--- config.mk ---
export PLATFORM = sky130hd
export DESIGN_NAME = adsr_envelope_generator_core
export DESIGN_NICKNAME = d
export VERILOG_FILES = /design/src/design/adsr_pkg.sv /design/src/design/adsr_envelope_generator_core.sv /design/src/design/adsr_div.sv
export SDC_FILE = /design/constraint.sdc
export NUM_CORES = 2
export LEC_CHECK = 0
export BUFFER_PORTS_ARGS = -buffer_cell sky130_fd_sc_hd__buf_2
export CELL_PAD_IN_SITES_DETAIL_PLACEMENT = 0
export CELL_PAD_IN_SITES_GLOBAL_PLACEMENT = 1
export CORE_MARGIN = 5
export CORE_UTILIZATION = 55
export CTS_BUF_LIST = sky130_fd_sc_hd__clkbuf_8
export DETAILED_ROUTE_END_ITERATION = 8
export PLACE_DENSITY = 0.91
export SYNTH_ARGS = -nofsm -noshare
export SYNTH_HDL_FRONTEND = slang
export SYNTH_SLANG_ARGS = --single-unit
--- constraint.sdc ---
create_clock -name clk -period 19.65 [get_ports clk]
set_input_delay 0.9825 -clock clk [delete_from_list [all_inputs] [get_ports clk]]
set_output_delay 0.9825 -clock clk [all_outputs]
set_load 0.01 [all_outputs]
--- src/design/adsr_pkg.sv ---
// ----------------------------------------------------------------------------
// adsr_pkg
// Shared types and constants of the ADSR envelope generator: request and
// result payloads, register indexes, stage codes.
// ----------------------------------------------------------------------------
package adsr_pkg;

	localparam int unsigned TIN_W     = 32;
	localparam int unsigned GATE_W    = 16;
	localparam int unsigned LEVEL_W   = 16;
	localparam int unsigned STAGE_W   = 3;
	localparam int unsigned DUR_W     = 24;
	localparam int unsigned CFG_IDX_W = 2;
	localparam int unsigned CFG_DAT_W = 24;

	localparam logic [CFG_IDX_W-1:0] CFG_ATTACK  = 2'd0;
	localparam logic [CFG_IDX_W-1:0] CFG_DECAY   = 2'd1;
	localparam logic [CFG_IDX_W-1:0] CFG_SUSTAIN = 2'd2;
	localparam logic [CFG_IDX_W-1:0] CFG_RELEASE = 2'd3;

	localparam logic [STAGE_W-1:0] STG_NONE    = 3'd0;
	localparam logic [STAGE_W-1:0] STG_ATTACK  = 3'd1;
	localparam logic [STAGE_W-1:0] STG_DECAY   = 3'd2;
	localparam logic [STAGE_W-1:0] STG_SUSTAIN = 3'd3;
	localparam logic [STAGE_W-1:0] STG_RELEASE = 3'd4;

	typedef struct packed {
		logic [TIN_W-1:0]  time_now;
		logic [GATE_W-1:0] gate_level;
	} adsr_in_t;

	typedef struct packed {
		logic [LEVEL_W-1:0] level;
		logic [STAGE_W-1:0] stage;
	} adsr_out_t;

endpackage

--- src/design/adsr_envelope_generator_core.sv ---
// ----------------------------------------------------------------------------
// adsr_envelope_generator_core
// Linear ADSR envelope with gate hysteresis; one shared multiplier and a
// serial divider run under a small sequencer.
//
//   channel  | handshake                 | payload
//   sample   | sample_valid/sample_stall | adsr_in_t  (time_now, gate_level)
//   result   | result_valid/result_stall | adsr_out_t (level, stage)
//   cfg      | cfg_valid/cfg_ready       | cfg_index, cfg_data
//
// none ends after stage selection; sustain makes one pass through the
// multiplier; attack and release add the divider (QW = max(16, FRAC_BITS+1)
// quotient bits, one per cycle, 17 by default); decay adds a second multiply.
// sample_stall is high from acceptance until the result is loaded.
// a finished result waits in the output register; a new request is taken
// meanwhile, and a result stalls in its last step only while the previous
// one is still held. reset clears config registers, gate state and control.
// ----------------------------------------------------------------------------
module adsr_envelope_generator_core #(
	parameter int unsigned TIME_WIDTH = 32,
	parameter int unsigned FRAC_BITS  = 16
) (
	input  logic                           clk,
	input  logic                           arst_n,
	input  logic                           sample_valid,
	output logic                           sample_stall,
	input  adsr_pkg::adsr_in_t             sample,
	output logic                           result_valid,
	input  logic                           result_stall,
	output adsr_pkg::adsr_out_t            result,
	input  logic                           cfg_valid,
	output logic                           cfg_ready,
	input  logic [adsr_pkg::CFG_IDX_W-1:0] cfg_index,
	input  logic [adsr_pkg::CFG_DAT_W-1:0] cfg_data
);
	import adsr_pkg::*;

	localparam int unsigned TW    = TIME_WIDTH;
	localparam int unsigned FB    = FRAC_BITS;
	localparam int unsigned MA    = (FB + 1 > GATE_W) ? FB + 1 : GATE_W;
	localparam int unsigned MB    = (FB + 1 > DUR_W) ? FB + 1 : DUR_W;
	localparam int unsigned PW    = MA + MB;
	localparam int unsigned LW    = PW - FB;
	localparam int unsigned HW    = (FB + 1 > 20) ? FB + 1 : 20;
	localparam int unsigned CW    = ((TW > DUR_W + 1) ? TW : DUR_W + 1) + 1;
	localparam int unsigned XW    = 26;
	localparam int unsigned ONE_I = 1 << FB;

	typedef enum logic [2:0] {
		S_IDLE,
		S_SEL,
		S_MUL,
		S_POST,
		S_DIV,
		S_DONE
	} state_t;

	state_t state_q;

	logic [DUR_W-1:0]   attack_q;
	logic [DUR_W-1:0]   decay_q;
	logic [LEVEL_W-1:0] sustain_q;
	logic [DUR_W-1:0]   release_q;

	logic [GATE_W-1:0]  last_gate_q;
	logic [TW-1:0]      up_tick_q;
	logic [TW-1:0]      down_tick_q;

	logic [TW-1:0]      t_q;
	logic [GATE_W-1:0]  g_q;
	logic [STAGE_W-1:0] stage_q;
	logic               second_q;
	logic [MA-1:0]      op_a_q;
	logic [MB-1:0]      op_b_q;
	logic [PW-1:0]      prod_q;
	logic [DUR_W-1:0]   divisor_q;
	logic [LW-1:0]      lvl_q;
	logic               result_valid_q;
	adsr_out_t          result_q;

	logic               accept;
	logic [TW+TIN_W-1:0] t_ext;
	logic [TW-1:0]      t_in;
	logic [HW-1:0]      g10;
	logic [HW-1:0]      last5;
	logic               rise;
	logic               fall;
	logic [FB-1:0]      s_eff;
	logic [XW-1:0]      sus_x;
	logic [TW-1:0]      eu_t;
	logic [TW-1:0]      ed_t;
	logic [CW-1:0]      eu_x;
	logic [CW-1:0]      ed_x;
	logic [CW-1:0]      a_x;
	logic [CW-1:0]      ad_x;
	logic [CW-1:0]      r_x;
	logic [CW-1:0]      t_x;
	logic               direct_post;
	logic               div_start;
	logic               div_done;
	logic [MA-1:0]      div_quo;
	logic [MB:0]        f_w;
	logic [LW-1:0]      lvl_sat;
	logic               out_free;

	assign accept       = sample_valid && !sample_stall;
	assign sample_stall = (state_q != S_IDLE);
	assign cfg_ready    = 1'b1;
	assign result_valid = result_valid_q;
	assign result       = result_q;
	assign out_free     = !result_valid_q || !result_stall;

	always_comb begin
		t_ext = {{TW{1'b0}}, sample.time_now};
		t_in  = t_ext[TW-1:0];
		g10   = (HW'(sample.gate_level) << 3) + (HW'(sample.gate_level) << 1);
		last5 = (HW'(last_gate_q) << 2) + HW'(last_gate_q);
		rise  = (g10 > HW'(ONE_I)) && (last5 <= HW'(ONE_I));
		fall  = (g10 <= HW'(ONE_I)) && (last5 > HW'(ONE_I));

		sus_x = XW'(sustain_q);
		s_eff = (sus_x > XW'(ONE_I - 1)) ? FB'(ONE_I - 1) : FB'(sustain_q);

		eu_t = t_q - up_tick_q;
		ed_t = t_q - down_tick_q;
		eu_x = CW'(eu_t);
		ed_x = CW'(ed_t);
		a_x  = CW'(attack_q);
		ad_x = CW'(attack_q) + CW'(decay_q);
		r_x  = CW'(release_q);
		t_x  = CW'(t_q);

		direct_post = (stage_q == STG_SUSTAIN) || second_q;
		div_start   = (state_q == S_POST) && !direct_post;
		f_w         = (MB+1)'(ONE_I) - (MB+1)'(div_quo);
		lvl_sat     = (lvl_q > LW'(ONE_I - 1)) ? LW'(ONE_I - 1) : lvl_q;
	end

	adsr_div #(
		.QW (MA),
		.MB (MB)
	) u_div (
		.clk    (clk),
		.arst_n (arst_n),
		.start  (div_start),
		.num    (prod_q),
		.den    (divisor_q),
		.done   (div_done),
		.quo    (div_quo)
	);

	// configuration registers
	always_ff @(posedge clk or negedge arst_n) begin
		if (!arst_n) begin
			attack_q  <= '0;
			decay_q   <= '0;
			sustain_q <= '0;
			release_q <= '0;
		end else if (cfg_valid && cfg_ready) begin
			unique case (cfg_index)
				CFG_ATTACK:  attack_q  <= cfg_data;
				CFG_DECAY:   decay_q   <= cfg_data;
				CFG_SUSTAIN: sustain_q <= cfg_data[LEVEL_W-1:0];
				CFG_RELEASE: release_q <= cfg_data;
				default: ;
			endcase
		end
	end

	// sequencer
	always_ff @(posedge clk or negedge arst_n) begin
		if (!arst_n) begin
			state_q        <= S_IDLE;
			stage_q        <= STG_NONE;
			second_q       <= 1'b0;
			last_gate_q    <= '0;
			up_tick_q      <= '0;
			down_tick_q    <= '0;
			result_valid_q <= 1'b0;
			result_q       <= '0;
		end else begin
			if ((state_q == S_DONE) && out_free) begin
				result_valid_q <= 1'b1;
			end else if (result_valid_q && !result_stall) begin
				result_valid_q <= 1'b0;
			end
			unique case (state_q)
				S_IDLE: begin
					if (accept) begin
						if (rise) begin
							up_tick_q <= t_in;
						end else if (fall) begin
							down_tick_q <= t_in;
						end
						last_gate_q <= sample.gate_level;
						second_q    <= 1'b0;
						state_q     <= S_SEL;
					end
				end
				S_SEL: begin
					state_q <= S_MUL;
					if (g_q != '0) begin
						if (eu_x < a_x) begin
							stage_q <= STG_ATTACK;
						end else if (eu_x < ad_x) begin
							stage_q <= STG_DECAY;
						end else begin
							stage_q <= STG_SUSTAIN;
						end
					end else if ((ed_x < r_x) && (t_x > r_x)) begin
						stage_q <= STG_RELEASE;
					end else begin
						stage_q <= STG_NONE;
						state_q <= S_DONE;
					end
				end
				S_MUL: begin
					state_q <= S_POST;
				end
				S_POST: begin
					state_q <= direct_post ? S_DONE : S_DIV;
				end
				S_DIV: begin
					if (div_done) begin
						if (stage_q == STG_DECAY) begin
							second_q <= 1'b1;
							state_q  <= S_MUL;
						end else begin
							state_q <= S_DONE;
						end
					end
				end
				S_DONE: begin
					if (out_free) begin
						result_q.level <= lvl_sat[LEVEL_W-1:0];
						result_q.stage <= stage_q;
						state_q        <= S_IDLE;
					end
				end
				default: state_q <= S_IDLE;
			endcase
		end
	end

	// datapath
	always_ff @(posedge clk) begin
		case (state_q)
			S_IDLE: begin
				if (accept) begin
					t_q <= t_in;
					g_q <= sample.gate_level;
				end
			end
			S_SEL: begin
				lvl_q <= '0;
				if (g_q != '0) begin
					if (eu_x < a_x) begin
						op_a_q    <= MA'(g_q);
						op_b_q    <= MB'(eu_x);
						divisor_q <= attack_q;
					end else if (eu_x < ad_x) begin
						op_a_q    <= MA'(ONE_I) - MA'(s_eff);
						op_b_q    <= MB'(eu_x - a_x);
						divisor_q <= decay_q;
					end else begin
						op_a_q <= MA'(g_q);
						op_b_q <= MB'(s_eff);
					end
				end else begin
					op_a_q    <= MA'(s_eff);
					op_b_q    <= MB'(ed_x);
					divisor_q <= release_q;
				end
			end
			S_MUL: begin
				prod_q <= PW'(op_a_q) * PW'(op_b_q);
			end
			S_POST: begin
				if (direct_post) begin
					lvl_q <= LW'(prod_q >> FB);
				end
			end
			S_DIV: begin
				if (div_done) begin
					if (stage_q == STG_DECAY) begin
						op_a_q <= MA'(g_q);
						op_b_q <= MB'(f_w);
					end else if (stage_q == STG_RELEASE) begin
						lvl_q <= LW'(s_eff) - LW'(div_quo);
					end else begin
						lvl_q <= LW'(div_quo);
					end
				end
			end
			default: ;
		endcase
	end

	a_accept_idle: assert property (@(posedge clk) disable iff (!arst_n)
		accept |=> state_q == S_SEL)
		else $error("request accepted outside idle");

	a_div_in_wait: assert property (@(posedge clk) disable iff (!arst_n)
		div_done |-> state_q == S_DIV)
		else $error("divider done outside divide step");

	a_stage_range: assert property (@(posedge clk) disable iff (!arst_n)
		result_valid |-> result.stage <= STG_RELEASE)
		else $error("result stage code out of range");

	a_release_cap: assert property (@(posedge clk) disable iff (!arst_n)
		(result_valid && result.stage == STG_RELEASE) |-> result.level <= sustain_q)
		else $error("release level above sustain");

endmodule

--- src/design/adsr_div.sv ---
// ----------------------------------------------------------------------------
// adsr_div
// Radix-2 restoring divider, one quotient bit per cycle. The caller
// guarantees the quotient fits in QW bits, so only QW steps are run.
// ----------------------------------------------------------------------------
module adsr_div #(
	parameter int unsigned QW = 17,
	parameter int unsigned MB = 24
) (
	input  logic                     clk,
	input  logic                     arst_n,
	input  logic                     start,
	input  logic [QW+MB-1:0]         num,
	input  logic [adsr_pkg::DUR_W-1:0] den,
	output logic                     done,
	output logic [QW-1:0]            quo
);
	import adsr_pkg::*;

	localparam int unsigned PW   = QW + MB;
	localparam int unsigned CNTW = $clog2(QW);

	logic            busy_q;
	logic            done_q;
	logic [CNTW-1:0] cnt_q;
	logic [MB:0]     rem_q;
	logic [QW-1:0]   quo_q;
	logic [MB:0]     den_q;
	logic [MB:0]     rem_sh;
	logic            qbit;

	always_comb begin
		rem_sh = {rem_q[MB-1:0], quo_q[QW-1]};
		qbit   = (rem_sh >= den_q);
	end

	always_ff @(posedge clk or negedge arst_n) begin
		if (!arst_n) begin
			busy_q <= 1'b0;
			done_q <= 1'b0;
			cnt_q  <= '0;
		end else begin
			done_q <= 1'b0;
			if (start) begin
				busy_q <= 1'b1;
				cnt_q  <= '0;
			end else if (busy_q) begin
				cnt_q <= cnt_q + 1'b1;
				if (cnt_q == CNTW'(QW - 1)) begin
					busy_q <= 1'b0;
					done_q <= 1'b1;
				end
			end
		end
	end

	always_ff @(posedge clk) begin
		if (start) begin
			rem_q <= {1'b0, num[PW-1:QW]};
			quo_q <= num[QW-1:0];
			den_q <= (MB+1)'(den);
		end else if (busy_q) begin
			rem_q <= qbit ? (rem_sh - den_q) : rem_sh;
			quo_q <= {quo_q[QW-2:0], qbit};
		end
	end

	assign done = done_q;
	assign quo  = quo_q;

endmodule

Word level (Yosys, flattened, before mapping). Cells that the tools add are included.

$add $sub $neg: 11. Multiply operators: 1. $lt $le $gt $ge: 10. Eq/ne operators: 19. Mux-type cells: 52. Bitwise operators: 1. Reductions and logical operators: 35.

Operator list (count): 24-bit two-way mux (11); 17-bit two-way mux (7); 25-bit two-way mux (4); 25-bit case mux with 3 select lines (1); 32-bit by 24-bit < comparator with 1-bit output (2); 32-bit subtractor (2); 24-bit case mux with 2 select lines (1); 24-bit subtractor (2); 17-bit by 24-bit multiplier with 41-bit output (1); 17-bit case mux with 2 select lines (1); 32-bit by 24-bit greater-than comparator with 1-bit output (1); 32-bit by 25-bit < comparator with 1-bit output (1); 24-bit by 24-bit adder with 25-bit output (1); 25-bit by 24-bit >= comparator with 1-bit output (1); 25-bit by 16-bit greater-than comparator with 1-bit output (second input constant) (1); 3-bit two-way mux (8); 19-bit by 17-bit adder with 20-bit output (1); 20-bit by 17-bit greater-than comparator with 1-bit output (second input constant) (1); 20-bit by 17-bit less-or-equal comparator with 1-bit output (second input constant) (1); 18-bit by 16-bit adder with 19-bit output (1); 19-bit by 17-bit greater-than comparator with 1-bit output (second input constant) (1); 19-bit by 17-bit less-or-equal comparator with 1-bit output (second input constant) (1); 3-bit case mux with 6 select lines (1); 16-bit by 17-bit subtractor with 18-bit output (1); 29 further kinds (76).

Register bits: 446. Bits of input ports: 79. Output and inout bits: 22. Logic and storage cells: 155.

Depth between registers and ports, before layout.
Depth after elaboration: 6. Mapped depth: 26.

Modules after synthesis. Synthesis repeated with hierarchy kept, for this count alone.

Cells, all modules: 4361. Area total of the unflattened synthesis: 41457.3 sq um.

By module, submodules not included: adsr_envelope_generator_core (instances 1, cells each 3962, area each 37204.4 sq um); adsr_div (instances 1, cells each 399, area each 4252.8 sq um).

Least setup slack after synthesis. Ideal clock, no wire load.

Path type: register to register. From: register op_b_q[10]. To: register prod_q[39] (data pin). Library setup time: 258 ps. Arrival time: 6449 ps. Required time: 19392 ps. Slack: 12943 ps. Stages on the path, launching flop included: 26. Path buffers: 2. Period minus slack after synthesis: 6707 ps. Path through: edfxtp_1 > clkbuf_1 > clkbuf_1 > nand2_1 > fa_1 > inv_1 > fa_1 > inv_1 > fa_1 > inv_1 > fa_1 > fa_1 > inv_1 > fa_1 > inv_1 > ha_1 > a21o_1 > a21oi_1 > nand4bb_1 > o21ai_0 > o21ai_0 > o21ai_1 > o21ai_0 > or4_1 > a31oi_1 > xnor2_1.

Cells in the longest elaborated chain, start to end: 1.

Ends and longest elaborated chain: start, declared (line adsr_envelope_generator_core.sv:74) `logic [MB-1:0] op_b_q;`; start signal, assigned (line adsr_envelope_generator_core.sv:259) `op_b_q <= MB'(eu_x);`; start signal, assigned (line adsr_envelope_generator_core.sv:263) `op_b_q <= MB'(eu_x - a_x);`; start signal, assigned (line adsr_envelope_generator_core.sv:267) `op_b_q <= MB'(s_eff);`; 17-bit by 24-bit multiplier with 41-bit output (line adsr_envelope_generator_core.sv:276) `prod_q <= PW'(op_a_q) * PW'(op_b_q);`; end signal, assigned (line adsr_envelope_generator_core.sv:276); end, declared (line adsr_envelope_generator_core.sv:75) `logic [PW-1:0] prod_q;`.

No other way between the ends. A chain may end at the register's enable or synchronous reset.

Worst setup path after layout.
From: register op_a_q[7]. To: register prod_q[39] (data pin).

Cells in the longest elaborated chain, start to end: 1.

Ends and longest elaborated chain: start, declared (line adsr_envelope_generator_core.sv:73) `logic [MA-1:0] op_a_q;`; start signal, assigned (line adsr_envelope_generator_core.sv:258) `op_a_q <= MA'(g_q);`; start signal, assigned (line adsr_envelope_generator_core.sv:262) `op_a_q <= MA'(ONE_I) - MA'(s_eff);`; start signal, assigned (line adsr_envelope_generator_core.sv:266) `op_a_q <= MA'(g_q);`; 17-bit by 24-bit multiplier with 41-bit output (line adsr_envelope_generator_core.sv:276).

No other way between the ends.

==> metrics.cfg <==
[grt]
grt_util_all_layers_pct = 28.78
grt_pass1_wl_um = 186100
initial_antenna_violation_count = 10
grt_pass1_vias = 32770
grt_max_degree = 72
global_route.overflow_total = 0

[sta]
final_max_slew_viol_count = 0
grt_setup_unrepaired = false
setup-violations-final = 0
tightestPinTransition_ns = 1.234
timing.final.hold_violations = 0
slew_headroom_pct = 17.37
final.setup_skew_ns = 0.03878
fin_worst_hold_slack_ns = 0.2580
layout_worst_path_cycle_share_pct = 39.71
finalWorstPathRequiredPeriod_ns = 7.803
setup-tns-final_ns = 0
clock.fmax_ghz = 0.1281

[setup_path]
crit_buf_inv = 5
crit_path_max_fanout = 24
setup.worst_path.start_class = register
timing.critical_path.required_ns = 20.09
cp.arrival_ns = 8.25
series_of_cell_instances_along_the_critical_path = nand2_1 > fa_1 > inv_1 > fa_1 > inv_1 > fa_1 > inv_1 > fa_1 > fa_1 > inv_1 > fa_1 > inv_1 > ha_1 > a21o_1 > a21oi_1 > nand4bb_1 > o21ai_0 > o21ai_0 > o21ai_1 > o21ai_0 > or4_1 > a31oi_1 > xnor2_1
top_delay_family_on_crit_path = adder cells
critical_path.slowest_cell = sky130_fd_sc_hd__edfxtp_1
cp_slowest_stage_delay_ns = 0.88
cpMostUsedCell = sky130_fd_sc_hd__fa_1
cp-end-kind = register
critPathKind = reg -> reg

[placed_design]
portBuffers = 99
globalplace.congestion = 0.9741
post-dp-hpwl_um = 93340
placedInstanceArea_sq_um = 43750

[drt]
routed_wire_length_per_instance_um = 21.13
drt_drc_violations_left = 0
detail_route.first_pass.iterations = 5
route.detailed.vias_per_inst = 5.919
dr.first_iter.drc_count = 2832
vias = 33220
routed_wl_um = 118600
route.antenna.remaining_nets = 0

[synthesis]
post_synth_most_frequent_cells = sky130_fd_sc_hd__inv_1, sky130_fd_sc_hd__nand2_1, sky130_fd_sc_hd__ha_1
yosysSeqAreaShare_pct = 29.36
synth_edf_count = 244
yosys-top-cells-area = sky130_fd_sc_hd__edfxtp_1, sky130_fd_sc_hd__fa_1, sky130_fd_sc_hd__dfrtp_1, sky130_fd_sc_hd__ha_1, sky130_fd_sc_hd__inv_1
synthesis.area_per_instance_sq_um = 9.491
mappedNetlistNets = 5228
netlist.top_cell.by_area = sky130_fd_sc_hd__edfxtp_1
async_reset_ff_share_pct = 45.29
yosysWarnings = 0
ys_ff_latch = 446
post_synth_num_cell_types = 91
yosysTopAreaCellShare_pct = 17.37
synthFlopType = sky130_fd_sc_hd__edfxtp_1
syn_std_cell_area_sq_um = 42180
netlist_instances = 4444
synth.most_common_cell = sky130_fd_sc_hd__inv_1

[clock_network]
cts_tree = yes
cts-htree-levels = 3
insertion_delay_ns = 0.70
tritoncts.num_buffers = 80
cts.sink_count = 446
cts_hold_repair.buffers = 0
postCtsResizedCells = 0
cts.reportedPaths.clkPinSlew_ns = 0.06
cts_max_path_buffers = 3
cts_setup_buffers = 0
cell_at_the_root_of_the_clock_tree = sky130_fd_sc_hd__clkbuf_8

[min_path]
worst_hold_path_type = in -> async

[floorplanning]
core_sq_um = 75950
fp-row-count = 101
die_y_um = 286.9
fp.dieArea_sq_um = 82330
initial_core_util_pct = 55.54
die-width_um = 286.9
num_io_pins = 101

[final_layout]
fraction_of_the_core_area_covered_by_cells_at_the_end_of_the_flow_pct = 59.81
fraction_of_layout_cells_with_a_size_suffix_above_1_pct = 10.05
design_area_sq_um = 45430
fillers = 6596
nets = 5295
flow.area_growth_from_synthesis_pct = 7.698

[flow_run]
max-cap-violations = 0

[run_status]
status = complete, no violations

==> flip-flops by register name, indices dropped and copies added, names as in the netlist, 3 cells and up <==
register,count
release_q,24
g_q,16
prod_q,41
divisor_q,24
result,19
u_div.rem_q,24
down_tick_q,32
last_gate_q,16
u_div.cnt_q,5
u_div.den_q,24
decay_q,24
stage_q,3
up_tick_q,32
attack_q,24
lvl_q,25
s_eff,16
op_a_q,17
t_q,32
op_b_q,24
state_q,3
u_div.quo,17
==> worst reg2reg max path: stages, from the launching register on <==
cell and delay [ns]:
sky130_fd_sc_hd__edfxtp_1 0.88, sky130_fd_sc_hd__nand2_1 0.18, sky130_fd_sc_hd__fa_1 0.58, sky130_fd_sc_hd__inv_1 0.06, sky130_fd_sc_hd__fa_1 0.52, sky130_fd_sc_hd__inv_1 0.06
sky130_fd_sc_hd__fa_1 0.50, sky130_fd_sc_hd__inv_1 0.06, sky130_fd_sc_hd__fa_1 0.47, sky130_fd_sc_hd__fa_1 0.55, sky130_fd_sc_hd__inv_1 0.05, sky130_fd_sc_hd__fa_1 0.54
sky130_fd_sc_hd__inv_1 0.05, sky130_fd_sc_hd__ha_1 0.35, sky130_fd_sc_hd__a21o_1 0.18, sky130_fd_sc_hd__a21oi_1 0.33, sky130_fd_sc_hd__nand4bb_1 0.15, sky130_fd_sc_hd__o21ai_0 0.39
sky130_fd_sc_hd__o21ai_0 0.28, sky130_fd_sc_hd__o21ai_1 0.31, sky130_fd_sc_hd__o21ai_0 0.24, sky130_fd_sc_hd__or4_1 0.52, sky130_fd_sc_hd__a31oi_1 0.21, sky130_fd_sc_hd__xnor2_1 0.08
==> layout by cell type (no fill, tap or decap), types with 40 or more instances in the layout <==
cell and n:
sky130_fd_sc_hd__a21o_1 116, sky130_fd_sc_hd__a21oi_1 239, sky130_fd_sc_hd__a31oi_1 52, sky130_fd_sc_hd__and2_1 179, sky130_fd_sc_hd__buf_2 98, sky130_fd_sc_hd__buf_4 40, sky130_fd_sc_hd__clkbuf_8 84, sky130_fd_sc_hd__dfrtp_1 202
sky130_fd_sc_hd__edfxtp_1 244, sky130_fd_sc_hd__fa_1 337, sky130_fd_sc_hd__ha_1 368, sky130_fd_sc_hd__inv_1 643, sky130_fd_sc_hd__mux2_2 151, sky130_fd_sc_hd__nand2_1 513, sky130_fd_sc_hd__nand3_1 58, sky130_fd_sc_hd__nor2_1 181
sky130_fd_sc_hd__nor3_1 61, sky130_fd_sc_hd__o21ai_0 188, sky130_fd_sc_hd__xnor2_1 110, sky130_fd_sc_hd__xor2_1 64
==> through the flow <==
step                      setup slack [ns]  instances
after floorplan                      12.94       4444
after global placement               12.09       5459
after detailed placement             11.94       5459
after CTS                            11.89       5608
after global routing                 11.26       5610
final                                11.85       5612
==> layout make-up <==
type	instances	area [sq um]	share of cell area, %
clock buffer	84	1156	2.545
clock inverter	65	506.7	1.116
timing repair buffer	139	805.8	1.774
antenna	4	10.01	0.02203
sequential	446	12380	27.26
tap	1030	1289	2.837
multi-input combinational	3223	26950	59.32
inverter	621	2331	5.131
==> final timing paths <==
kind / start / end / depth (start not counted) / slack, ns
worst max-delay path: op_a_q[7]$_DFFE_PP_ / prod_q[39]$_DFFE_PP_ / 23 / 11.85
worst min-delay path: arst_n / release_q[21]$_DFFE_PN0P_ / 1 / 0.26
worst max register to register: op_a_q[7]$_DFFE_PP_ / prod_q[39]$_DFFE_PP_ / 23 / 11.85
worst min register to register: divisor_q[13]$_DFFE_PP_ / u_div.den_q[13]$_DFFE_PP_ / 0 / 0.41
max in group asynchronous: arst_n / u_div.busy_q$_DFF_PN0_ / 2 / 17.96
min in group clk: divisor_q[13]$_DFFE_PP_ / u_div.den_q[13]$_DFFE_PP_ / 0 / 0.41
==> cell families (layout without fill, tap and decap cells) <==
kind of cell / Yosys count / count (layout) / share of synthesized area [%]
fa+ha+maj: 705 / 705 / 26.91
mux: 181 / 181 / 4.770
flops: 446 / 446 / 29.36
compound gates: 905 / 905 / 13.87
xor+xnor: 174 / 174 / 3.613
other cells: 1 / 5 / 0.008891
simple gates: 1257 / 1257 / 14.53
buf+inv: 775 / 909 / 6.944
==> routing by layer <==
layer / global-route usage, % / part of all wire, %
met5: 0 / 0.029
met4: 12.10 / 4.9
met3: 4.584 / 7.0
met2: 47.24 / 47
met1: 38.25 / 41
Power is left out: the tool's default activity adds up to more than one toggle a clock period on the data nets, which glitch-free logic cannot reach.
